File: src/sv/assert_macros.svh
// Assertion macros shared by the subject extractor RTL.
`ifndef ASSERT_MACROS_SVH
`define ASSERT_MACROS_SVH

// Same-cycle implication, masked while reset is asserted.
`define DER_ASSERT_NOW(lbl, ante, cons, msg) \
  lbl: assert property (@(posedge clk) disable iff (!rst_n) (ante) |-> (cons)) \
    else $error(msg);

// Next-cycle implication, masked while reset is asserted.
`define DER_ASSERT_NXT(lbl, ante, cons, msg) \
  lbl: assert property (@(posedge clk) disable iff (!rst_n) (ante) |=> (cons)) \
    else $error(msg);

// Next-cycle implication that also covers the reset cycles.
`define DER_ASSERT_RST(lbl, ante, cons, msg) \
  lbl: assert property (@(posedge clk) (ante) |=> (cons)) \
    else $error(msg);

`endif

File: src/sv/der_cse_pkg.sv
// Types and constants shared by the DER subject extractor modules.
`timescale 1ns / 1ps

package der_cse_pkg;

  localparam logic [7:0] TAG_SEQUENCE      = 8'h30;
  localparam logic [7:0] LEN_LONG_FORM     = 8'h80;
  localparam logic [7:0] LEN_COUNT_MASK    = 8'h7f;
  localparam logic [7:0] TAG_CLASS_MASK    = 8'he0;
  localparam logic [7:0] TAG_CONTEXT_CONS  = 8'ha0;
  localparam int         MAX_LENGTH_BYTES  = 4;
  localparam int         MAX_SUBJECT_BYTES = 127;

  typedef enum logic [2:0] {
    PH_TAG,
    PH_LEN,
    PH_LENX,
    PH_SKIP,
    PH_SUBJECT,
    PH_DONE
  } phase_t;

  typedef enum logic [2:0] {
    FLD_OUTER,
    FLD_TBS,
    FLD_VERSION,
    FLD_SERIAL,
    FLD_ALGORITHM,
    FLD_ISSUER,
    FLD_VALIDITY,
    FLD_SUBJECT
  } field_t;

  typedef struct packed {
    logic [15:0] pos;
    logic [16:0] tbs_end;
    phase_t      phase;
    field_t      fidx;
    logic [7:0]  tag;
    logic [2:0]  lbl;
    logic [31:0] acc;
    logic [16:0] cl;
  } parse_state_t;

  typedef struct packed {
    logic       emit;
    logic [7:0] subject_byte;
    logic       byte_valid;
    logic       last_of_subject;
    logic       parse_status;
  } result_t;

endpackage

File: src/sv/der_cse_in_reg.sv
// Input register stage: holds one request until the parser takes it.
`timescale 1ns / 1ps

module der_cse_in_reg (
  input  logic        clk,
  input  logic        rst_n,
  input  logic        in_valid,
  output logic        in_ready,
  input  logic [7:0]  in_data_byte,
  input  logic [15:0] in_blob_length,
  input  logic        advance,
  output logic        s1_valid,
  output logic [7:0]  s1_data_byte,
  output logic [15:0] s1_blob_length
);
  import der_cse_pkg::*;

  logic        valid_r;
  logic [7:0]  byte_r;
  logic [15:0] len_r;

  assign in_ready       = !valid_r || advance;
  assign s1_valid       = valid_r;
  assign s1_data_byte   = byte_r;
  assign s1_blob_length = len_r;

  always_ff @(posedge clk) begin
    if (!rst_n) begin
      valid_r <= 1'b0;
    end else if (in_ready) begin
      valid_r <= in_valid;
    end
  end

  always_ff @(posedge clk) begin
    if (in_valid && in_ready) begin
      byte_r <= in_data_byte;
      len_r  <= in_blob_length;
    end
  end

endmodule

File: src/sv/der_cse_parser.sv
// Header walker: parse state registers and the per-byte update logic.
`timescale 1ns / 1ps

module der_cse_parser (
  input  logic                 clk,
  input  logic                 rst_n,
  input  logic                 advance,
  input  logic [7:0]           data_byte,
  input  logic [15:0]          blob_length,
  output der_cse_pkg::result_t res
);
  import der_cse_pkg::*;

  parse_state_t st_r;
  parse_state_t st_nxt;
  parse_state_t st_rst;

  logic [16:0] end_pos;
  logic [17:0] pos_p1;
  logic [17:0] pos_p2;
  logic [17:0] pos_p1n;
  logic [6:0]  lnum;
  logic [31:0] acc_shift;
  logic [16:0] cl_dec;
  logic        fail;
  logic        fin_go;
  logic [31:0] fin_len;
  logic [32:0] fin_sum;
  logic        last_byte;

  assign st_rst    = '{pos: '0, tbs_end: '0, phase: PH_TAG, fidx: FLD_OUTER, tag: '0,
                       lbl: '0, acc: '0, cl: '0};
  assign end_pos   = (st_r.fidx == FLD_OUTER || st_r.fidx == FLD_TBS) ?
                     {1'b0, blob_length} : st_r.tbs_end;
  assign pos_p1    = {2'b00, st_r.pos} + 18'd1;
  assign pos_p2    = {2'b00, st_r.pos} + 18'd2;
  assign lnum      = data_byte[6:0] & LEN_COUNT_MASK[6:0];
  assign pos_p1n   = pos_p1 + {11'd0, lnum};
  assign acc_shift = {st_r.acc[23:0], data_byte};
  assign cl_dec    = (st_r.cl != 17'd0) ? st_r.cl - 17'd1 : 17'd0;
  assign last_byte = pos_p1[16:0] >= {1'b0, blob_length};

  always_comb begin
    st_nxt  = st_r;
    res     = '0;
    fail    = 1'b0;
    fin_go  = 1'b0;
    fin_len = '0;
    fin_sum = '0;

    case (st_r.phase)
      PH_TAG: begin
        if (pos_p2 > {1'b0, end_pos} ||
            ((st_r.fidx == FLD_OUTER || st_r.fidx == FLD_TBS) &&
             data_byte != TAG_SEQUENCE)) begin
          fail = 1'b1;
        end else begin
          st_nxt.tag   = data_byte;
          st_nxt.phase = PH_LEN;
        end
      end
      PH_LEN: begin
        if ((data_byte & LEN_LONG_FORM) == 8'd0) begin
          fin_go  = 1'b1;
          fin_len = {24'd0, data_byte};
        end else if ({25'd0, lnum} > MAX_LENGTH_BYTES || pos_p1n > {1'b0, end_pos}) begin
          fail = 1'b1;
        end else if (lnum == 7'd0) begin
          fin_go = 1'b1;
        end else begin
          st_nxt.lbl   = lnum[2:0];
          st_nxt.acc   = '0;
          st_nxt.phase = PH_LENX;
        end
      end
      PH_LENX: begin
        st_nxt.acc = acc_shift;
        if (st_r.lbl != 3'd0) begin
          st_nxt.lbl = st_r.lbl - 3'd1;
        end
        if (st_r.lbl <= 3'd1) begin
          fin_go  = 1'b1;
          fin_len = acc_shift;
        end
      end
      PH_SKIP: begin
        st_nxt.cl = cl_dec;
        if (cl_dec == 17'd0) begin
          st_nxt.phase = PH_TAG;
        end
      end
      PH_SUBJECT: begin
        st_nxt.cl            = cl_dec;
        res.emit             = 1'b1;
        res.subject_byte     = data_byte;
        res.byte_valid       = 1'b1;
        res.last_of_subject  = (cl_dec == 17'd0);
        if (cl_dec == 17'd0) begin
          st_nxt.phase = PH_DONE;
        end
      end
      default: begin
      end
    endcase

    if (fin_go) begin
      fin_sum = {16'd0, pos_p1[16:0]} + {1'b0, fin_len};
      if (fin_sum > {16'd0, end_pos}) begin
        fail = 1'b1;
      end else begin
        case (st_r.fidx)
          FLD_OUTER: begin
            st_nxt.fidx  = FLD_TBS;
            st_nxt.phase = PH_TAG;
          end
          FLD_TBS: begin
            st_nxt.tbs_end = fin_sum[16:0];
            st_nxt.fidx    = FLD_VERSION;
            st_nxt.phase   = PH_TAG;
          end
          FLD_SUBJECT: begin
            if (fin_len == 32'd0) begin
              res.emit            = 1'b1;
              res.last_of_subject = 1'b1;
              st_nxt.phase        = PH_DONE;
            end else begin
              st_nxt.cl    = (fin_len < MAX_SUBJECT_BYTES) ? fin_len[16:0] :
                             17'(MAX_SUBJECT_BYTES);
              st_nxt.phase = PH_SUBJECT;
            end
          end
          default: begin
            if (st_r.fidx == FLD_VERSION) begin
              st_nxt.fidx = ((st_r.tag & TAG_CLASS_MASK) == TAG_CONTEXT_CONS) ?
                            FLD_SERIAL : FLD_ALGORITHM;
            end else begin
              st_nxt.fidx = field_t'(st_r.fidx + 3'd1);
            end
            if (fin_len == 32'd0) begin
              st_nxt.phase = PH_TAG;
            end else begin
              st_nxt.cl    = fin_len[16:0];
              st_nxt.phase = PH_SKIP;
            end
          end
        endcase
      end
    end

    if (fail) begin
      res          = '0;
      res.emit     = 1'b1;
      res.last_of_subject = 1'b1;
      res.parse_status    = 1'b1;
      st_nxt.phase = PH_DONE;
    end

    if (last_byte) begin
      if (st_nxt.phase != PH_DONE) begin
        res                 = '0;
        res.emit            = 1'b1;
        res.last_of_subject = 1'b1;
        res.parse_status    = 1'b1;
      end
      st_nxt = st_rst;
    end else begin
      st_nxt.pos = pos_p1[15:0];
    end
  end

  always_ff @(posedge clk) begin
    if (!rst_n) begin
      st_r <= st_rst;
    end else if (advance) begin
      st_r <= st_nxt;
    end
  end

endmodule

File: src/sv/der_certificate_subject_extractor_core.sv
// Top level of the DER certificate subject extractor.
//
// Input channel (in_valid/in_ready): one certificate byte per request, with
// the blob's total length repeated on every byte. Output channel
// (out_valid/out_ready): subject content bytes, at most 127 per blob, the
// final one flagged by out_last_of_subject; an empty subject gives one
// request with out_byte_valid low, and a malformed or overrunning header
// gives one request with out_parse_status high. Bytes after the outcome
// produce nothing until the blob ends; the state then returns to the
// start of a new blob.
// Throughput: one byte per cycle while the receiver does not stall.
// A result passes through the input register, then the result register,
// before it is presented on the output channel.
// Reset (rst_n low, synchronous): both registers empty, parser at the outer
// tag. When the receiver stalls, the result register holds its request and
// the input register takes one more byte, then in_ready drops.
`timescale 1ns / 1ps
`include "assert_macros.svh"

module der_certificate_subject_extractor_core (
  input  logic        clk,
  input  logic        rst_n,
  input  logic        in_valid,
  output logic        in_ready,
  input  logic [7:0]  in_data_byte,
  input  logic [15:0] in_blob_length,
  output logic        out_valid,
  input  logic        out_ready,
  output logic [7:0]  out_subject_byte,
  output logic        out_byte_valid,
  output logic        out_last_of_subject,
  output logic        out_parse_status
);
  import der_cse_pkg::*;

  logic        s1_valid;
  logic [7:0]  s1_data_byte;
  logic [15:0] s1_blob_length;
  logic        advance;
  result_t     res;

  logic        out_valid_r;
  logic        out_valid_nxt;
  logic [7:0]  out_byte_r;
  logic        out_bvalid_r;
  logic        out_last_r;
  logic        out_status_r;

  assign advance = s1_valid && (!out_valid_r || out_ready);

  der_cse_in_reg u_in_reg (
    .clk            (clk),
    .rst_n          (rst_n),
    .in_valid       (in_valid),
    .in_ready       (in_ready),
    .in_data_byte   (in_data_byte),
    .in_blob_length (in_blob_length),
    .advance        (advance),
    .s1_valid       (s1_valid),
    .s1_data_byte   (s1_data_byte),
    .s1_blob_length (s1_blob_length)
  );

  der_cse_parser u_parser (
    .clk         (clk),
    .rst_n       (rst_n),
    .advance     (advance),
    .data_byte   (s1_data_byte),
    .blob_length (s1_blob_length),
    .res         (res)
  );

  always_comb begin
    out_valid_nxt = out_valid_r;
    if (advance && res.emit) begin
      out_valid_nxt = 1'b1;
    end else if (out_ready) begin
      out_valid_nxt = 1'b0;
    end
  end

  always_ff @(posedge clk) begin
    if (!rst_n) begin
      out_valid_r <= 1'b0;
    end else begin
      out_valid_r <= out_valid_nxt;
    end
  end

  always_ff @(posedge clk) begin
    if (advance && res.emit) begin
      out_byte_r   <= res.subject_byte;
      out_bvalid_r <= res.byte_valid;
      out_last_r   <= res.last_of_subject;
      out_status_r <= res.parse_status;
    end
  end

  assign out_valid           = out_valid_r;
  assign out_subject_byte    = out_byte_r;
  assign out_byte_valid      = out_bvalid_r;
  assign out_last_of_subject = out_last_r;
  assign out_parse_status    = out_status_r;

  `DER_ASSERT_NOW(a_fail_is_final, out_valid && out_parse_status,
    out_last_of_subject && !out_byte_valid, "failure request not final or carries data")
  `DER_ASSERT_NOW(a_stall_blocks_input, s1_valid && out_valid && !out_ready,
    !in_ready, "input taken while both stages are stalled")
  `DER_ASSERT_NXT(a_no_emit_no_load, out_valid && !out_ready && !advance,
    out_valid && $stable(out_subject_byte), "stalled result changed")
  `DER_ASSERT_RST(a_reset_empty, !rst_n, !out_valid && in_ready,
    "stages not empty after reset")

endmodule
File: config.mk
export PLATFORM = sky130hd
export DESIGN_NAME = der_certificate_subject_extractor_core
export DESIGN_NICKNAME = d
export VERILOG_FILES = /design/src/sv/der_cse_pkg.sv /design/src/sv/der_cse_in_reg.sv /design/src/sv/der_cse_parser.sv /design/src/sv/der_certificate_subject_extractor_core.sv
export VERILOG_INCLUDE_DIRS = /design/src /design/src/sv
export SDC_FILE = /design/constraint.sdc
export NUM_CORES = 1
export LEC_CHECK = 0
export ABC_AREA = 1
export BUFFER_PORTS_ARGS = -buffer_cell sky130_fd_sc_hd__buf_2
export CAP_MARGIN = 15
export CORE_ASPECT_RATIO = 1.2
export CORE_MARGIN = 2
export CORE_UTILIZATION = 40
export CTS_BUF_LIST = sky130_fd_sc_hd__clkbuf_4 sky130_fd_sc_hd__clkbuf_8 sky130_fd_sc_hd__clkbuf_16
export DETAILED_ROUTE_END_ITERATION = 6
export PLACE_DENSITY = 0.56
export SLEW_MARGIN = 20
export SYNTH_ARGS = -nofsm -noshare
export SYNTH_HDL_FRONTEND = slang
export SYNTH_SLANG_ARGS = --single-unit
File: constraint.sdc
create_clock -name clk -period 6.9 [get_ports clk]
set_clock_uncertainty 0.15 [all_clocks]
set_input_delay 0.345 -clock clk [delete_from_list [all_inputs] [get_ports clk]]
set_output_delay 0.345 -clock clk [all_outputs]
set_load 0.03 [all_outputs]
==> Yosys cells after proc, flatten, opt, wreduce, memory -nomap -nowiden <==
Cells that the tools add are included.
{ "totals": {"regBits": 128, "inputBits": 28, "output_inout_bits": 13} }
{ "classes": {"addsub": 7, "order_cmp": 7, "n_eq_ne": 17, "mux": 63, "n_reduce_logical": 31} }
{ "op_table": {"columns": ["cell", "count"], "rows": [
  ["$mux 17", 9],
  ["$mux 35", 3],
  ["$mux 83", 1],
  ["$pmux 35 s2", 1],
  ["$pmux 32 s2", 1],
  ["$mux 23", 2],
  ["$gt 18x17->1", 2],
  ["$mux 12", 3],
  ["$pmux 17 s2", 1],
  ["$add 17x32->33", 1],
  ["$gt 33x17->1", 1],
  ["$logic_not 32->1", 1],
  ["$lt 32x7->1 const B", 1],
  ["$mux 32", 1],
  ["$mux 3", 10],
  ["$mux 8", 3],
  ["$mux 1", 20],
  ["$add 18x7->18", 1],
  ["$add 16x1->17 const B", 1],
  ["$add 16x2->17 const B", 1],
  ["$ge 17x16->1", 1],
  ["$logic_not 17->1", 1],
  ["$reduce_bool 17->1", 1],
  ["$sub 17x1->17 const B", 1],
  ["other kinds (32)", 57]
]} }

==> Depth between registers and ports, before layout <==
{ "depth": {"word_depth": 16, "mapped_depth": 37, "mapped_depth_nobuf": 37} }

==> By module <==
Synthesis repeated with hierarchy kept, for this count alone.
{ "hier_totals": {"hier_cells": 1703, "hier_area_um2": 11159.5} }
{ "by_module_without_submodules": {"columns": ["module", "n_inst", "cells_each", "area_each_um2", "seq_area_each_um2"], "rows": [
  ["der_cse_parser", 1, 1650, 9992.1, 1721.7],
  ["der_cse_in_reg", 1, 31, 772.0, 740.7],
  ["der_certificate_subject_extractor_core", 1, 22, 395.4, 350.3]
]} }

==> Least setup slack after synthesis <==
OpenSTA, ideal clock, no wires.
{ "synth_timing": {"kind": "flip-flop to flip-flop", "startpoint": "register u_parser.st_r[85] (netlist bit)", "endpoint": "register out_bvalid_r (netlist: out_byte_valid), enable pin", "setup_time_ns": 0.339, "t_arrival_ns": 4.376, "t_required_ns": 6.411, "slack_ns": 2.036, "path_stages_with_launch": 27, "n_path_buf": 1, "synth_period_minus_slack_ns": 4.864, "cell_sequence": "dfxtp_1 > ha_1 > nand3_1 > nor2_1 > nand3_1 > xor2_1 > o21ai_0 > ha_1 > a21oi_1 > nand2_1 > a21oi_1 > nand2_1 > xor2_1 > ha_1 > nand4_1 > nor4_1 > nand3_1 > nor2_1 > nand2_1 > nand2_1 > nand2_1 > nor2_4 > buf_2 > nand3_1 > nand4_1 > nand3_1 > inv_1"} }
{ "synth_via": {"elab_chain_len": 14, "word_cells_on_any_way": 33} }
{ "synth_lines": {"columns": ["element", "line_no", "text"], "rows": [
  ["start: declaration", "der_cse_parser.sv:14", "parse_state_t st_r;"],
  ["start signal: assignment", "der_cse_parser.sv:173", "st_r <= st_rst;"],
  ["start signal: assignment", "der_cse_parser.sv:175", "st_r <= st_nxt;"],
  ["$add 16x1->17", "der_cse_parser.sv:35", "assign pos_p1 = {2'b00, st_r.pos} + 18'd1;"],
  ["$add 18x7->18", "der_cse_parser.sv:38", "assign pos_p1n = pos_p1 + {11'd0, lnum};"],
  ["$gt 18x17->1", "der_cse_parser.sv:66", "end else if ({25'd0, lnum} > MAX_LENGTH_BYTES || pos_p1n > {1'b0, end_pos}) begin"],
  ["$logic_or 1x1->1", "der_cse_parser.sv:66", null],
  ["$mux 3 / $mux 1 (equally long branches)", "der_cse_parser.sv:66", null],
  ["$mux 3 / $mux 1 (equally long branches)", "der_cse_parser.sv:63", "if ((data_byte & LEN_LONG_FORM) == 8'd0) begin"],
  ["$pmux 3 s4 / $pmux 1 s2 (equally long branches)", "der_cse_parser.sv:51", "case (st_r.phase)"],
  ["$mux 23 / $mux 1 (equally long branches)", "der_cse_parser.sv:108", "if (fin_sum > {16'd0, end_pos}) begin"],
  ["$mux 23 / $mux 1 (equally long branches)", "der_cse_parser.sv:106", "if (fin_go) begin"],
  ["$mux 3", "der_cse_parser.sv:150", "if (fail) begin"],
  ["$ne 3x3->1", "der_cse_parser.sv:159", "if (st_nxt.phase != PH_DONE) begin"],
  ["$mux 12", "der_cse_parser.sv:159", null],
  ["$mux 12 (*)", "der_cse_parser.sv:158", "if (last_byte) begin"],
  ["$logic_and 1x1->1 (*)", "der_certificate_subject_extractor_core.sv:91", "if (advance && res.emit) begin"],
  ["end signal: assignment", "der_certificate_subject_extractor_core.sv:93", "out_bvalid_r <= res.byte_valid;"],
  ["end: declaration", "der_certificate_subject_extractor_core.sv:45", "logic out_bvalid_r;"]
]} }
Every way passes the cells marked *; elsewhere a longest branch is shown, timed or not. The select of a mux whose other input is x is not followed.
A chain may end at the register's enable or synchronous reset.

==> impl_metrics.csv <==
group,metric,value,unit
status,run_status,"finished, final reports clean",
grt,grt.busiest_layer,"met2",
setup_path,crit_slowest_cell,"nor4_1",
grt,grt_max_degree,83,
clock_tree,clk_pin_slew,70,ps
synthesis,syn-num-nets,1876,
clock_tree,clk_latency,440,ps
setup_path,critPathMaxFanout,16,
finish,fin_nets,1926,
setup_path,crit_arrival,6410,ps
hold_path,min_path_type,"in -> reg",
timing,maxSlewHeadroom,31.2,%
synthesis,yosysWarnings,0,
setup_path,crit_type,"reg -> reg",
place,post_dp_cell_area,11600,sq um
clock_tree,ctsHtreeMaxLevel,4,
timing,finalHoldViolations,0,
setup_path,crit_path_max_incr_delay,500,ps
grt,first_global_vias,11100,
synthesis,synth-edff-count,35,
synthesis,ys_seq_area_share,25.4,%
finish,diodes,0,
pwr,p_int,1.56,mW
synthesis,syn_inst,1744,
timing,holdWs,49.1,ps
routing,vias,11600,
timing,timing.final.crit_share,92.2,%
pwr,pwr-share-comb,18.0,%
synthesis,ys_async_sr_fraction,0,%
setup_path,cp_top_family,"simple AND/OR/NAND/NOR gates",
setup_path,start_kind,"flop",
synthesis,netlist_area,11100,sq um
setup_path,crit_buf_inv,4,
pwr,sw_frac_of_total,30.7,%
synthesis,yosys_register_bits,123,
pwr,power_density,179,nW/um^2
floorplanning,core,27200,sq um
finish,final_area,12600,sq um
timing,rsz0062_at_grt,"no",
routing,drc,0,
place,portBuffers,40,
clock_tree,cts_made_buffers,17,
clock_tree,cts-root-buf,"clkbuf_16",
routing,drtIter0Drc,785,
place,gp_congestion,0.974,
grt,grt_util_all_layers,26.4,%
timing,period_needed,6360,ps
pwr,p_switching,0.691,mW
pwr,leakagePower,6.11,nW
timing,finalSetupViolations,0,
floorplanning,chipWidth,156,um
grt,met3_usage,3.00,%
clock_tree,cts_sinks,123,
pwr,clockPowerShare,47.0,%
routing,dr.pass1.iters,6,
pwr,vdd.ir_drop.worst,0.000155,V
timing,worstMarginPinSlew,1030,ps
grt,antenna_found_initial,0,
finish,area_delta_synth_final,13.3,%
floorplanning,num_rows,66,
timing,tns,0,ps
grt,grtUsageMet1,30.3,%
place,dp_hpwl,30.0,mm
flow_run,timing.max_cap.violations,0,
timing,max_freq,157,MHz
clock_tree,cts_tree,"built",
grt,grtUsageMet2,48.2,%
clock_tree,ctsLongestPathBuffers,2,
grt,grt_pass1_wl,59.6,mm
timing,slew_violations,0,
floorplanning,die_h,186,um
synthesis,synthFlopType,"dfxtp_1",
setup_path,end_kind,"flop",
routing,final_antenna_net_count,0,
synthesis,ys_types,50,
finish,drive_gt1_share,6.75,%
routing,routed_wl,38.3,mm
floorplanning,die_area,29100,sq um
floorplanning,floorplan.initialDensity,40.8,%
routing,wire_per_inst,17.8,um
synthesis,synth_area_per_cell,6.36,sq um
routing,post_drt_via_cell_ratio,5.38,
grt,overflow,0,
setup_path,cp.required,6950,ps
floorplanning,pin_count,41,
pwr,pwr-share-seq,34.9,%
setup_path,cpMostUsedCell,"nand2_1",
## cells in the final DEF, fill, tap and decap left out, types with 4 or more instances in the layout
cell type,Yosys,layout
a211oi_1,15,15
a21oi_1,140,140
a22oi_1,8,8
buf_2,8,40
buf_4,2,20
bufinv_16,0,5
clkbuf_16,0,17
dfxtp_1,88,88
dlygate4sd3_1,0,24
edfxtp_1,35,35
ha_1,102,102
inv_1,214,214
inv_2,7,7
inv_6,0,5
nand2_1,491,491
nand3_1,121,121
nand3b_1,6,6
nand4_1,28,28
nor2_1,182,181
nor2_2,3,4
nor3_1,27,27
nor4_1,8,8
o211ai_1,20,20
o21ai_0,86,86
o22ai_1,6,6
or2_2,7,7
xnor2_1,11,11
xor2_1,51,50
## registers in the layout, indices dropped and copies added (netlist names), 8 cells and up
name	count
u_in_reg.s1_blob_length	16
u_parser.st_r	62
u_in_reg.s1_data_byte	8
u_parser.acc_shift	24
out_subject_byte	8
## worst reg2reg max path: cells and delay by family (launching register included)
kind / cells / cell delay [ps]
buffers and inverters: 4 / 640
and+or+nand+nor: 23 / 3590
adders and majority gates: 3 / 950
DFF: 1 / 460
xor gates and xnor gates: 2 / 320
## cell type report
type / count / area, sq um
Clock buffer: 18 / 439
Clock inverter: 14 / 231
Fill cell: 2851 / 14600
Inverter: 222 / 833
Multi-Input combinational cell: 1346 / 7230
Sequential cell: 123 / 2810
Tap cell: 340 / 425
Timing Repair Buffer: 84 / 591
## what timing repair did
item	in CTS	in global routing
setup buffers	0	0
hold buffers	24	0
setup endpoints to repair	0	11
hold endpoints to repair	24	0
resized for setup	0	1
## Yosys cell counts (3+ instances only)
cell,number,area share (%)
nand2_1,491,17
inv_1,214,7.2
nor2_1,182,6.2
a21oi_1,140,6.3
nand3_1,121,5.5
ha_1,102,12
dfxtp_1,88,16
o21ai_0,86,3.9
xor2_1,51,4.0
clkbuf_1,38,1.3
edfxtp_1,35,9.5
nand4_1,28,1.6
nor3_1,27,1.2
o211ai_1,20,1.4
a211oi_1,15,1.0
xnor2_1,11,0.87
a22oi_1,8,0.54
buf_2,8,0.36
nor4_1,8,0.45
inv_2,7,0.24
or2_2,7,0.39
nand3b_1,6,0.41
o22ai_1,6,0.34
buf_1,4,0.14
a21o_1,3,0.20
nand2_2,3,0.17
nor2_2,3,0.17
## path summary, 6_finish.rpt
kind | from | to | slack, ps | cells past startpoint
setup / recovery | u_parser.st_r[83] | out_parse_status | 540 | 32
hold / removal | in_valid | u_in_reg.s1_valid | 50 | 3
setup reg to reg | u_parser.st_r[83] | out_parse_status | 540 | 32
hold reg to reg | u_parser.st_r[58] | u_parser.st_r[58] | 310 | 2
## per-stage QoR
| step | cells | utilization [%] | total power [mW] | worst slack [ps] |
|---|---|---|---|---|
| 3_3_place_gp | 2091 | 42.8 | 1.19 | 556 |
| 4_1_cts | 2147 | 46.2 | 2.26 | 493 |
| 5_1_grt | 2147 | 46.2 | 2.34 | 38.1 |
| 6_report | 2147 | 46.2 | 2.25 | 537 |
| 2_1_floorplan | 1744 | - | 1.08 | 2040 |
| 3_5_place_dp | 2091 | 42.8 | 1.20 | 527 |
## power groups by stage
stage	combinational, mW	clock (mW)	sequential (mW)
final	0.406	1.06	0.787
after global routing	0.457	1.10	0.789
after CTS	0.406	1.07	0.786
after detailed placement	0.393	0	0.802
after global placement	0.392	0	0.802
after floorplan	0.276	0	0.802
## routing by layer
layer / share of wire, % / up-vias
met5: 0 / -
met4: 4.7 / 0
met3: 3.4 / 88
met2: 51 / 284
met1: 41 / 5340
li1: - / 5848
## cells by family after synthesis
group	share of synthesized area, %
AND/OR/NAND/NOR	33.4
AO/OA/AOI/OAI	14.7
buffers and inverters	9.54
flip-flops	25.4
adder cells (fa/ha/maj)	11.9
XOR/XNOR	4.90
multiplexers	0.192
(Power assumes the default switching activity.)
